[src/hw/rtl/dbd_pkg.sv]
`timescale 1ns / 1ps
package dbd_pkg;
	localparam int NUM_CLASSES_DEF = 80;
	localparam int MAX_PRIORS_DEF = 32768;
	localparam int CLASS_W = 7;
	localparam int PRIOR_W = 15;
	localparam int DIM_W = 13;

	localparam logic [1:0] REG_THRESHOLD = 2'd0;
	localparam logic [1:0] REG_WIDTH = 2'd1;
	localparam logic [1:0] REG_HEIGHT = 2'd2;

	localparam logic [31:0] RECIP10 = 32'hCCCC_CCCD;
	localparam logic [31:0] LOG2E_X_02 = 32'd18910;

	localparam logic [17:0] POW2_TAB [17] = '{
		18'd65536, 18'd68438, 18'd71468, 18'd74632, 18'd77936, 18'd81386,
		18'd84990, 18'd88752, 18'd92682, 18'd96785, 18'd101070, 18'd105545,
		18'd110218, 18'd115098, 18'd120194, 18'd125515, 18'd131072
	};

	typedef struct packed {
		logic signed [15:0] dx;
		logic signed [15:0] dy;
		logic signed [15:0] dw;
		logic signed [15:0] dh;
		logic [15:0] acx;
		logic [15:0] acy;
		logic [15:0] aw;
		logic [15:0] ah;
		logic [CLASS_W-1:0] cls;
		logic [15:0] score;
		logic [PRIOR_W-1:0] prior;
	} dbd_req_t;
endpackage

[src/hw/rtl/dbd_decode.sv]
`timescale 1ns / 1ps
module dbd_decode (
	input  logic clk,
	input  logic arst_n,
	input  logic start,
	input  dbd_pkg::dbd_req_t req,
	input  logic [dbd_pkg::DIM_W-1:0] image_width,
	input  logic [dbd_pkg::DIM_W-1:0] image_height,
	output logic idle,
	output logic out_valid,
	input  logic out_ready,
	output logic [dbd_pkg::CLASS_W-1:0] class_id,
	output logic [15:0] confidence,
	output logic [11:0] box_x,
	output logic [11:0] box_y,
	output logic [12:0] box_w,
	output logic [12:0] box_h,
	output logic [dbd_pkg::PRIOR_W-1:0] prior_index
);
	import dbd_pkg::*;

	localparam logic [3:0] ST_IDLE = 4'd0;
	localparam logic [3:0] ST_MUL1 = 4'd1;
	localparam logic [3:0] ST_MUL2 = 4'd2;
	localparam logic [3:0] ST_MUL3 = 4'd3;
	localparam logic [3:0] ST_EXP = 4'd4;
	localparam logic [3:0] ST_MUL5 = 4'd5;
	localparam logic [3:0] ST_MANT = 4'd6;
	localparam logic [3:0] ST_MUL7 = 4'd7;
	localparam logic [3:0] ST_SIZE = 4'd8;
	localparam logic [3:0] ST_CL1 = 4'd9;
	localparam logic [3:0] ST_CL2 = 4'd10;
	localparam logic [3:0] ST_CL3 = 4'd11;
	localparam logic [3:0] ST_DONE = 4'd12;

	function automatic logic [28:0] sat_unit(input logic signed [39:0] v);
		logic [28:0] r;
		if (v < 0) r = '0;
		else if (v >= 40'sd268435456) r = 29'd268435456;
		else r = v[28:0];
		return r;
	endfunction

	function automatic logic [40:0] clamp_px(input logic [41:0] s, input logic [12:0] dim);
		logic [40:0] hi;
		logic [40:0] r;
		hi = {13'(dim - 13'd1), 28'd0};
		if (dim == 13'd0) r = '0;
		else if (s > {1'b0, hi}) r = hi;
		else r = s[40:0];
		return r;
	endfunction

	logic [3:0] state_q;
	logic axis_q;
	dbd_req_t req_q;
	logic [63:0] prod_q;
	logic signed [39:0] c_q;
	logic [19:0] u_q;
	logic [17:0] m_q;
	logic signed [39:0] lo_q;
	logic signed [39:0] hi_q;
	logic [40:0] a_q;
	logic [11:0] bx_q;
	logic [12:0] bw_q;
	logic [11:0] by_q;
	logic [12:0] bh_q;
	logic out_valid_q;
	logic [CLASS_W-1:0] cls_q;
	logic [15:0] conf_q;
	logic [11:0] box_x_q;
	logic [11:0] box_y_q;
	logic [12:0] box_w_q;
	logic [12:0] box_h_q;
	logic [PRIOR_W-1:0] prior_q;

	logic signed [15:0] d_c;
	logic signed [15:0] d_s;
	logic [15:0] ac;
	logic [15:0] as_v;
	logic [12:0] dim;
	logic [15:0] mag_c;
	logic [15:0] mag_s;
	logic [31:0] mul_a;
	logic [31:0] mul_b;
	logic [28:0] quot;
	logic signed [39:0] base;
	logic [31:0] tb;
	logic [3:0] ti;
	logic [17:0] tab_lo;
	logic [17:0] tab_hi;
	logic [48:0] ps;
	logic [35:0] half;
	logic [40:0] clamped;
	logic [41:0] len;
	logic load_out;

	assign d_c = axis_q ? req_q.dy : req_q.dx;
	assign d_s = axis_q ? req_q.dh : req_q.dw;
	assign ac = axis_q ? req_q.acy : req_q.acx;
	assign as_v = axis_q ? req_q.ah : req_q.aw;
	assign dim = axis_q ? image_height : image_width;
	assign mag_c = d_c[15] ? 16'(-d_c) : d_c;
	assign mag_s = d_s[15] ? 16'(-d_s) : d_s;
	assign quot = prod_q[63:35];
	assign base = 40'({ac, 12'd0});
	assign tb = d_s[15] ? 32'h8000_0000 - prod_q[31:0] : 32'h8000_0000 + prod_q[31:0];
	assign ti = u_q[15:12];
	assign tab_lo = POW2_TAB[ti];
	assign tab_hi = POW2_TAB[5'(ti) + 5'd1];
	assign ps = 49'(prod_q[33:0]) << u_q[19:16];
	assign half = ps[48:13];
	assign clamped = clamp_px(prod_q[41:0], dim);
	assign len = {1'b0, clamped} - {1'b0, a_q} + 42'd268435456;
	assign load_out = (state_q == ST_DONE) && (!out_valid_q || out_ready);

	always_comb begin
		mul_a = '0;
		mul_b = '0;
		case (state_q)
			ST_MUL1: begin
				mul_a = 32'(mag_c);
				mul_b = 32'(as_v);
			end
			ST_MUL2: begin
				mul_a = prod_q[31:0];
				mul_b = RECIP10;
			end
			ST_MUL3: begin
				mul_a = 32'(mag_s);
				mul_b = LOG2E_X_02;
			end
			ST_MUL5: begin
				mul_a = 32'(tab_hi - tab_lo);
				mul_b = 32'(u_q[11:0]);
			end
			ST_MUL7: begin
				mul_a = 32'(as_v);
				mul_b = 32'(m_q);
			end
			ST_CL1: begin
				mul_a = 32'(sat_unit(lo_q));
				mul_b = 32'(dim);
			end
			ST_CL2: begin
				mul_a = 32'(sat_unit(hi_q));
				mul_b = 32'(dim);
			end
			default: begin
				mul_a = '0;
				mul_b = '0;
			end
		endcase
	end

	always_ff @(posedge clk) begin
		prod_q <= 64'(mul_a) * 64'(mul_b);
		case (state_q)
			ST_IDLE: if (start) req_q <= req;
			ST_MUL3: c_q <= d_c[15] ? base - 40'(quot) : base + 40'(quot);
			ST_EXP: u_q <= tb[31:12];
			ST_MANT: m_q <= tab_lo + 18'(prod_q[24:12]);
			ST_SIZE: begin
				lo_q <= c_q - 40'(half);
				hi_q <= c_q + 40'(half);
			end
			ST_CL2: a_q <= clamped;
			ST_CL3: begin
				if (axis_q) begin
					by_q <= a_q[39:28];
					bh_q <= len[40:28];
				end else begin
					bx_q <= a_q[39:28];
					bw_q <= len[40:28];
				end
			end
			default: begin
			end
		endcase
		if (load_out) begin
			cls_q <= req_q.cls;
			conf_q <= req_q.score;
			prior_q <= req_q.prior;
			box_x_q <= bx_q;
			box_y_q <= by_q;
			box_w_q <= bw_q;
			box_h_q <= bh_q;
		end
	end

	always_ff @(posedge clk or negedge arst_n) begin
		if (!arst_n) begin
			state_q <= ST_IDLE;
			axis_q <= 1'b0;
			out_valid_q <= 1'b0;
		end else begin
			if (load_out) out_valid_q <= 1'b1;
			else if (out_ready) out_valid_q <= 1'b0;
			case (state_q)
				ST_IDLE: begin
					axis_q <= 1'b0;
					if (start) state_q <= ST_MUL1;
				end
				ST_MUL1: state_q <= ST_MUL2;
				ST_MUL2: state_q <= ST_MUL3;
				ST_MUL3: state_q <= ST_EXP;
				ST_EXP: state_q <= ST_MUL5;
				ST_MUL5: state_q <= ST_MANT;
				ST_MANT: state_q <= ST_MUL7;
				ST_MUL7: state_q <= ST_SIZE;
				ST_SIZE: state_q <= ST_CL1;
				ST_CL1: state_q <= ST_CL2;
				ST_CL2: state_q <= ST_CL3;
				ST_CL3: begin
					if (axis_q) state_q <= ST_DONE;
					else begin
						axis_q <= 1'b1;
						state_q <= ST_MUL1;
					end
				end
				ST_DONE: begin
					if (load_out) state_q <= ST_IDLE;
				end
				default: state_q <= ST_IDLE;
			endcase
		end
	end

	assign idle = (state_q == ST_IDLE);
	assign out_valid = out_valid_q;
	assign class_id = cls_q;
	assign confidence = conf_q;
	assign box_x = box_x_q;
	assign box_y = box_y_q;
	assign box_w = box_w_q;
	assign box_h = box_h_q;
	assign prior_index = prior_q;
endmodule

[src/hw/rtl/detection_box_decoder_unit.sv]
`timescale 1ns / 1ps
// channel | handshake                   | payload
// in      | in_valid / in_ready         | class_score, last_class, delta_*, anchor_*
// out     | out_valid / out_ready       | class_id, confidence, box_*, prior_index
// cfg     | cfg_valid / cfg_ready       | cfg_index, cfg_data
// Score words are taken back to back while the decoder is idle. A last word that passes the
// threshold starts the decoder, which runs both axes through one shared 32x32 multiplier
// and then loads the output register; in_ready is low throughout. A full output register holds
// the decoder in ST_DONE until out_ready. The output register holds a result while
// new words are taken. Reset clears the counters, the best score and out_valid.
module detection_box_decoder_unit #(
	parameter int NUM_CLASSES = dbd_pkg::NUM_CLASSES_DEF,
	parameter int MAX_PRIORS = dbd_pkg::MAX_PRIORS_DEF
) (
	input  logic clk,
	input  logic arst_n,
	input  logic in_valid,
	output logic in_ready,
	input  logic [15:0] class_score,
	input  logic last_class,
	input  logic signed [15:0] delta_x,
	input  logic signed [15:0] delta_y,
	input  logic signed [15:0] delta_w,
	input  logic signed [15:0] delta_h,
	input  logic [15:0] anchor_cx,
	input  logic [15:0] anchor_cy,
	input  logic [15:0] anchor_w,
	input  logic [15:0] anchor_h,
	output logic out_valid,
	input  logic out_ready,
	output logic [6:0] class_id,
	output logic [15:0] confidence,
	output logic [11:0] box_x,
	output logic [11:0] box_y,
	output logic [12:0] box_w,
	output logic [12:0] box_h,
	output logic [14:0] prior_index,
	input  logic cfg_valid,
	output logic cfg_ready,
	input  logic [1:0] cfg_index,
	input  logic [15:0] cfg_data
);
	import dbd_pkg::*;

	logic [15:0] thr_q;
	logic [DIM_W-1:0] width_q;
	logic [DIM_W-1:0] height_q;
	logic [15:0] best_score_q;
	logic [CLASS_W-1:0] best_class_q;
	logic [CLASS_W-1:0] class_cnt_q;
	logic [PRIOR_W-1:0] prior_cnt_q;

	logic accept;
	logic take_new;
	logic [15:0] score_n;
	logic [CLASS_W-1:0] class_n;
	logic start;
	logic idle;
	dbd_req_t req;

	assign cfg_ready = 1'b1;
	assign in_ready = idle;
	assign accept = in_valid && in_ready;
	assign take_new = (class_cnt_q == '0) || (class_score > best_score_q);
	assign score_n = take_new ? class_score : best_score_q;
	assign class_n = take_new ? class_cnt_q : best_class_q;
	assign start = accept && last_class && (score_n > thr_q);

	assign req.dx = delta_x;
	assign req.dy = delta_y;
	assign req.dw = delta_w;
	assign req.dh = delta_h;
	assign req.acx = anchor_cx;
	assign req.acy = anchor_cy;
	assign req.aw = anchor_w;
	assign req.ah = anchor_h;
	assign req.cls = class_n;
	assign req.score = score_n;
	assign req.prior = prior_cnt_q;

	always_ff @(posedge clk or negedge arst_n) begin
		if (!arst_n) begin
			thr_q <= 16'd32768;
			width_q <= 13'd640;
			height_q <= 13'd480;
		end else if (cfg_valid && cfg_ready) begin
			case (cfg_index)
				REG_THRESHOLD: thr_q <= cfg_data;
				REG_WIDTH: width_q <= cfg_data[DIM_W-1:0];
				REG_HEIGHT: height_q <= cfg_data[DIM_W-1:0];
				default: begin
				end
			endcase
		end
	end

	always_ff @(posedge clk or negedge arst_n) begin
		if (!arst_n) begin
			best_score_q <= '0;
			best_class_q <= '0;
			class_cnt_q <= '0;
			prior_cnt_q <= '0;
		end else if (accept) begin
			if (last_class) begin
				best_score_q <= '0;
				best_class_q <= '0;
				class_cnt_q <= '0;
				if (prior_cnt_q >= PRIOR_W'(MAX_PRIORS - 1)) prior_cnt_q <= '0;
				else prior_cnt_q <= prior_cnt_q + 1'b1;
			end else begin
				best_score_q <= score_n;
				best_class_q <= class_n;
				if (class_cnt_q < CLASS_W'(NUM_CLASSES - 1)) class_cnt_q <= class_cnt_q + 1'b1;
			end
		end
	end

	dbd_decode u_decode (
		.clk(clk),
		.arst_n(arst_n),
		.start(start),
		.req(req),
		.image_width(width_q),
		.image_height(height_q),
		.idle(idle),
		.out_valid(out_valid),
		.out_ready(out_ready),
		.class_id(class_id),
		.confidence(confidence),
		.box_x(box_x),
		.box_y(box_y),
		.box_w(box_w),
		.box_h(box_h),
		.prior_index(prior_index)
	);
endmodule
[config.mk]
export PLATFORM = sky130hd
export DESIGN_NAME = detection_box_decoder_unit
export DESIGN_NICKNAME = d
export VERILOG_FILES = /design/src/hw/rtl/dbd_pkg.sv /design/src/hw/rtl/dbd_decode.sv /design/src/hw/rtl/detection_box_decoder_unit.sv
export SDC_FILE = /design/constraint.sdc
export NUM_CORES = 2
export LEC_CHECK = 0
export ABC_AREA = 1
export BUFFER_PORTS_ARGS = -buffer_cell sky130_fd_sc_hd__buf_2
export CORE_ASPECT_RATIO = 0.9
export CORE_MARGIN = 2
export CORE_UTILIZATION = 30
export DETAILED_ROUTE_END_ITERATION = 8
export SYNTH_ARGS = -nofsm -noshare
export SYNTH_HDL_FRONTEND = slang
export SYNTH_SLANG_ARGS = --single-unit
[constraint.sdc]
create_clock -name clk -period 27.6 [get_ports clk]
set_input_delay 2.76 -clock clk [delete_from_list [all_inputs] [get_ports clk]]
set_output_delay 2.76 -clock clk [all_outputs]
set_load 0.1 [all_outputs]
# [Word-level counts from Yosys, hierarchy flattened]
# Memory sizes are Yosys's and may differ from the RTL's.
# Cells that the tools add are included.
[word_totals] inputBits=168 ff_bits=660 word_cells=148 memories=2 output_inout_bits=91 romBits=1152
[classes] n_bitwise=3 add_sub_neg=16 mux=35 n_shift=1 n_mul=1 n_eq_ne=16 reduce_logical=24 n_lt_le_gt_ge=11
[mem_list] memory="(no name shown)" depth=32 word_bits=18 rd=1 rd_clocked_by_memory_dff=0 wr=0 line="dbd_decode.sv:109" text="assign tab_lo = POW2_TAB[ti];"
[mem_list] memory="(no name shown)" depth=32 word_bits=18 rd=1 rd_clocked_by_memory_dff=0 wr=0 line="dbd_decode.sv:110" text="assign tab_hi = POW2_TAB[5'(ti) + 5'd1];"
[op_table] operator="$pmux 32 s7" count=1
[op_table] operator="$pmux 32 s6" count=1
[op_table] operator="$mux 16" count=8
[op_table] operator="$mux 29" count=4
[op_table] operator="$mux 41" count=2
[op_table] operator="$ge 40x30->1 const B" count=2
[op_table] operator="$lt 40x1->1 const B" count=2
[op_table] operator="$mux 18" count=4
[op_table] operator="$mul 32x32->64" count=1
[op_table] operator="$pmux 4 s13" count=1
[op_table] operator="$shl 34x4->49" count=1
[op_table] operator="$gt 42x41->1" count=1
[op_table] operator="$add 41x29->41 const B" count=1
[op_table] operator="$sub 41x41->41" count=1
[op_table] operator="$add 40x36->40" count=1
[op_table] operator="$mux 40" count=1
[op_table] operator="$sub 40x36->40" count=1
[op_table] operator="$add 32x32->32 const A" count=1
[op_table] operator="$gt 16x16->1" count=2
[op_table] operator="$mux 32" count=1
[op_table] operator="$neg 16->16" count=2
[op_table] operator="$sub 32x32->32 const A" count=1
[op_table] operator="$add 28x29->30" count=1
[op_table] operator="$sub 28x29->30" count=1
[op_table] operator="other kinds (36)" count=65

# [Logic depth before layout (Yosys ltp)]
[depth] word_depth=8 depth_mapped=55 mapped_depth_nobuf=53

# [Cells and area by module]
# Synthesis repeated with hierarchy kept, for this count alone.
[hier_totals] cells_unflattened=7613 area_unflattened_um2=66144.7
[modules_own_cells] module="dbd_decode" seq_area_each_um2=16235.6 area_per_inst_um2=61057.3 instances=1 cells_each=6962
[modules_own_cells] module="detection_box_decoder_unit" seq_area_each_um2=2185.8 area_per_inst_um2=5087.4 instances=1 cells_each=651

# [Worst setup path before layout]
# OpenSTA, ideal clock, no wires.
[synth_timing] kind="in2reg" startpoint="input port class_score[1]" endpoint="register u_decode.req_q[0] (netlist name) (enable)" path_slack_ns=12.728 n_path_buf=1 arrival_ns=14.079 path_stages=21 required_time_ns=26.807 setup_time_ns=0.793 cell_sequence="ha_1 inv_1 nor2_1 nor2_1 o21a_1 nor2_1 o21ai_0 nand3_1 nand2_1 o21ai_1 clkbuf_1 nand2_1 o21ai_0 inv_1 ha_1 nand2_1 inv_1 nand3_1 nor3_1 o21ai_0 a31oi_1"
[synth_between] elab_chain_cells=6
[synth_rtl] item="from (decl)" line="detection_box_decoder_unit.sv:19" text="input logic [15:0] class_score,"
[synth_rtl] item="$gt 16x16->1" line="detection_box_decoder_unit.sv:64" text="assign take_new = (class_cnt_q == '0) || (class_score > best_score_q);"
[synth_rtl] item="$logic_or 1x1->1" line="detection_box_decoder_unit.sv:64"
[synth_rtl] item="$mux 16" line="detection_box_decoder_unit.sv:65" text="assign score_n = take_new ? class_score : best_score_q;"
[synth_rtl] item="named net score_n[15]" line="detection_box_decoder_unit.sv:55" text="logic [15:0] score_n;"
[synth_rtl] item="$gt 16x16->1" line="detection_box_decoder_unit.sv:67" text="assign start = accept && last_class && (score_n > thr_q);"
[synth_rtl] item="$logic_and 1x1->1" line="detection_box_decoder_unit.sv:67"
[synth_rtl] item="$reduce_and 2->1 (no source line)"
[synth_rtl] item="to (signal assigned)" line="dbd_decode.sv:159" text="ST_IDLE: if (start) req_q <= req;"
[synth_rtl] item="to (decl)" line="dbd_decode.sv:56" text="dbd_req_t req_q;"
# The timed path passes the listed nets, and every way through them passes these cells.
# A chain may end at the register's enable or synchronous reset.

# [Final worst setup path]
[layout_timing] startpoint="register u_decode.u_q[12]" endpoint="register u_decode.prod_q[51]"
[layout_between] elab_chain_cells=8 elab_cells_between_ends=12 cone_classes="2 x add/sub; 1 x mul; 5 x mux; 2 x bitwise; 2 x memory"
[layout_rtl] item="from (decl)" line="dbd_decode.sv:59" text="logic [19:0] u_q;"
[layout_rtl] item="from (signal assigned)" line="dbd_decode.sv:161" text="ST_EXP: u_q <= tb[31:12];"
[layout_rtl] item="$add 4x1->5" line="dbd_decode.sv:110"
[layout_rtl] item="$not 5->6 (not written as such)" line="dbd_decode.sv:110"
[layout_rtl] item="$mem_v2 32x18"
[layout_rtl] item="$mux 18 (not written as such) (2 in series)" line="dbd_decode.sv:110"
[layout_rtl] item="$sub 18x18->19 (*)" line="dbd_decode.sv:134" text="mul_a = 32'(tab_hi - tab_lo);"
[layout_rtl] item="$pmux 32 s7 (*)" line="dbd_decode.sv:120" text="case (state_q)"
[layout_rtl] item="$mul 32x32->64 (*)" line="dbd_decode.sv:157" text="prod_q <= 64'(mul_a) * 64'(mul_b);"
[layout_rtl] item="to (signal assigned)" line="dbd_decode.sv:157"
[layout_rtl] item="to (decl)" line="dbd_decode.sv:57" text="logic [63:0] prod_q;"
# Every way passes the cells marked *; elsewhere a longest branch is shown, timed or not. The select of a mux whose other input is x is not followed.

==> summary.txt <==
Place
  – Area after DPL: 70900 sq um
  – GP Congestion: 0.999
  – DP HPWL: 199 mm
  – Port Buffers: 257
  – Placed instance count: 10700

Route
  – Remaining antenna violation count: 0
  – First-pass DRT Iterations: 6
  – Routed via count: 53600
  – Vias per cell: 4.95
  – Wire per inst: 21.9 um
  – Final WL: 237 mm
  – DRC: 0
  – DRT iter0 DRCs: 4787

STA
  – Setup TNS: 0 ns
  – Clock Skew: 0.0840 ns
  – Peak Freq: 0.0783 GHz
  – Final period util: 0.463
  – Final Max Tran Viols: 0
  – Final setup fails: 0
  – Hold Violations, Final: 0
  – RSZ-0062 raised after global routing: no
  – Fin crit period: 12.78 ns
  – Slew HR: 0.0910
  – Worst-margin pin slew: 1.36 ns

Final layout
  – Layout cells sized above 1: 0.0793
  – Commonest non-fill, non-tap cells in the layout: 1712 x inv_1, 1204 x nand2_1, 709 x nor2_1, 708 x fa_1, 616 x ha_1
  – Fin util: 0.337
  – Area added between synthesis and finish: 11.8%
  – Nets: 9360
  – Finished layout cell area: 73700 sq um
  – Non-Filler Instances: 10800
  – Most common cell after layout, fill and taps aside: inv_1

Logic synthesis
  – Largest family of logic cells by synthesized area: adder cells
  – Post-synthesis simple-gate area fraction: 0.150
  – Mapped Cells: 7585
  – Post-synthesis sequential area ratio: 0.279
  – Synth top area cells: edfxtp_1 22%, fa_1 21%, ha_1 12%
  – Syn Area/Cell: 8.69 sq um
  – Compound-cell area share of the yosys netlist: 0.0919
  – Area share of the largest cell type after synthesis: 0.224
  – Synth unique cells: 84
  – Top_reg_cell synth: edfxtp_1
  – Number of enable flip-flop cells after synthesis: 493
  – Area of the mapped netlist: 65900 sq um
  – Post-synth ARST share: 0.143
  – Fraction of the mapped netlist area in adder cells: 0.332
  – Register bit count reported by yosys: 650
  – Synth Area in XOR/XNOR: 0.0283
  – Synth area leader: edfxtp_1
  – Mux cell area share after synthesis: 0.00630
  – YS warnings: 0

Die
  – Total core area: 219000 sq um
  – Die width: 498 um
  – I/O Pins: 259
  – Rows: 163
  – Starting Density: 0.301
  – Die area: 224000 sq um
  – Chip height: 449 um

Min path
  – Worst hold stages: 0
  – Min-delay src: u_decode.by_q[9]
  – Worst hold path class: flop to flop
  – Worst hold path endpoint: u_decode.box_y[9]

Clock tree
  – Root Driver: clkbuf_16
  – Resized cells post-CTS: 0
  – Clock transition at the registers of the reported paths: 0.07 ns
  – H-tree depth: 3
  – TritonCTS clock tree: done
  – Hold Buf Count CTS: 0
  – Total CTS buffers: 77
  – Clock Latency Late Sink: 0.73 ns
  – Clk sink count: 650
  – Clock buffer depth: 3
  – Setup Fix Bufs, Post-CTS: 0

GRT
  – Total grt overflow: 0
  – Initial antenna violation count: 16
  – Global-route wire length before repair: 350 mm
  – Vias in the first global route: 53900
  – Gr usage total: 0.210
  – Largest net degree at the start of global routing: 82

Worst setup path
  – Reg2reg end: u_decode.prod_q[51]
  – Setup crit start: u_decode.u_q[12]
  – Kind of critical path: flop to flop
  – Arr. time, crit path: 13.36 ns
  – Most Frequent Cell on Critical Path: inv_1
  – CP max stage delay: 0.66 ns
  – Crit-path max FO: 15
  – Data required time at the worst endpoint: 28.18 ns
  – Critical path buffers and inverters: 11
  – CP top delay family: adder cells
  – Worst setup SP type: flop
  – CP max stage cell: nand4_1
  – R2R setup slack: 14.82 ns
  – R2r startpoint: u_decode.u_q[12]
  – CP Capture Type: flop
  – R2R depth: 47

Job
  – Max_cap viols: 0

Outcome
  – Status: finished, final reports clean
==> stage by stage <==
stage / hold WS, ns / worst slack, ns
floorplan: 0.400 / 12.73
global placement: 0.402 / 15.14
detailed placement: 0.405 / 15.08
CTS: 0.417 / 15.02
global route: 0.420 / 14.28
finish: 0.409 / 14.82
==> routing by layer <==
layer,vias to the layer above,global-route usage,wire [um]
met4,14,0.0644,8340
met3,367,0.0380,20200
met1,26500,0.300,107000
met5,-,0,94
met2,2271,0.319,102000
li1,24400,-,-
==> worst max-delay path by stage <==
stage / endpoint / slack (ns) / cells past startpoint
final: u_decode.prod_q[51] / 14.82 / 47
after global placement: u_decode.prod_q[51] / 15.14 / 47
after CTS: u_decode.prod_q[51] / 15.02 / 43
after floorplan: u_decode.req_q[0] / 12.73 / 21
after global routing: u_decode.prod_q[51] / 14.28 / 47
after detailed placement: u_decode.prod_q[51] / 15.08 / 43
==> cell usage after synthesis, drive strengths merged (3+ instances only) <==
master      n
o2111ai     4
o31ai       7
nor4       28
dfstp       7
nand3b      5
and2       10
mux2i      40
and3        5
ha        616
a211oi     21
nor3       96
o21bai     19
o211ai     19
o21a       23
nand4      55
a31oi      53
a21o       30
a21boi     19
xor2      184
dfxtp      64
nand2    1213
o21ai     421
o22ai      19
clkbuf    114
inv      1733
fa        708
or2        29
dfrtp      86
o31a        3
a22oi       3
nand3     168
clkinv      8
a21oi     379
nor2      760
a221oi     16
a22o        4
xnor2      29
buf        68
edfxtp    493
o221ai      5
==> final cells by class <==
cell class,instances,area (sq um)
Fill cell,22700,145000
Multi-Input combinational cell,5062,40400
Sequential cell,650,18400
Inverter,1741,6550
Tap cell,2887,3610
Clock buffer,86,2010
Timing Repair Buffer,336,1880
Clock inverter,55,818
Antenna cell,5,12.5
==> logic make-up after synthesis <==
kind of cell               Yosys count
and+or+nand+nor                   2373
buffers and inverters             1923
adders and majority gates         1324
AOI/OAI and AO/OA                 1059
DFF                                650
xor gates and xnor gates           213
muxes                               41
other                                2
==> registers in the layout (all words and copies together) (netlist names), 16 cells and up <==
name	cells
u_decode.req_q	166
u_decode.prod_q	64
u_decode.a_q	41
u_decode.hi_q	40
u_decode.lo_q	39
u_decode.c_q	31
u_decode.u_q	20
u_decode.m_q	18
best_score_q	16
thr_q	16
u_decode.confidence	16
Power is left out: the tool's default activity adds up to more than one toggle a clock period on the data nets, which glitch-free logic cannot reach.
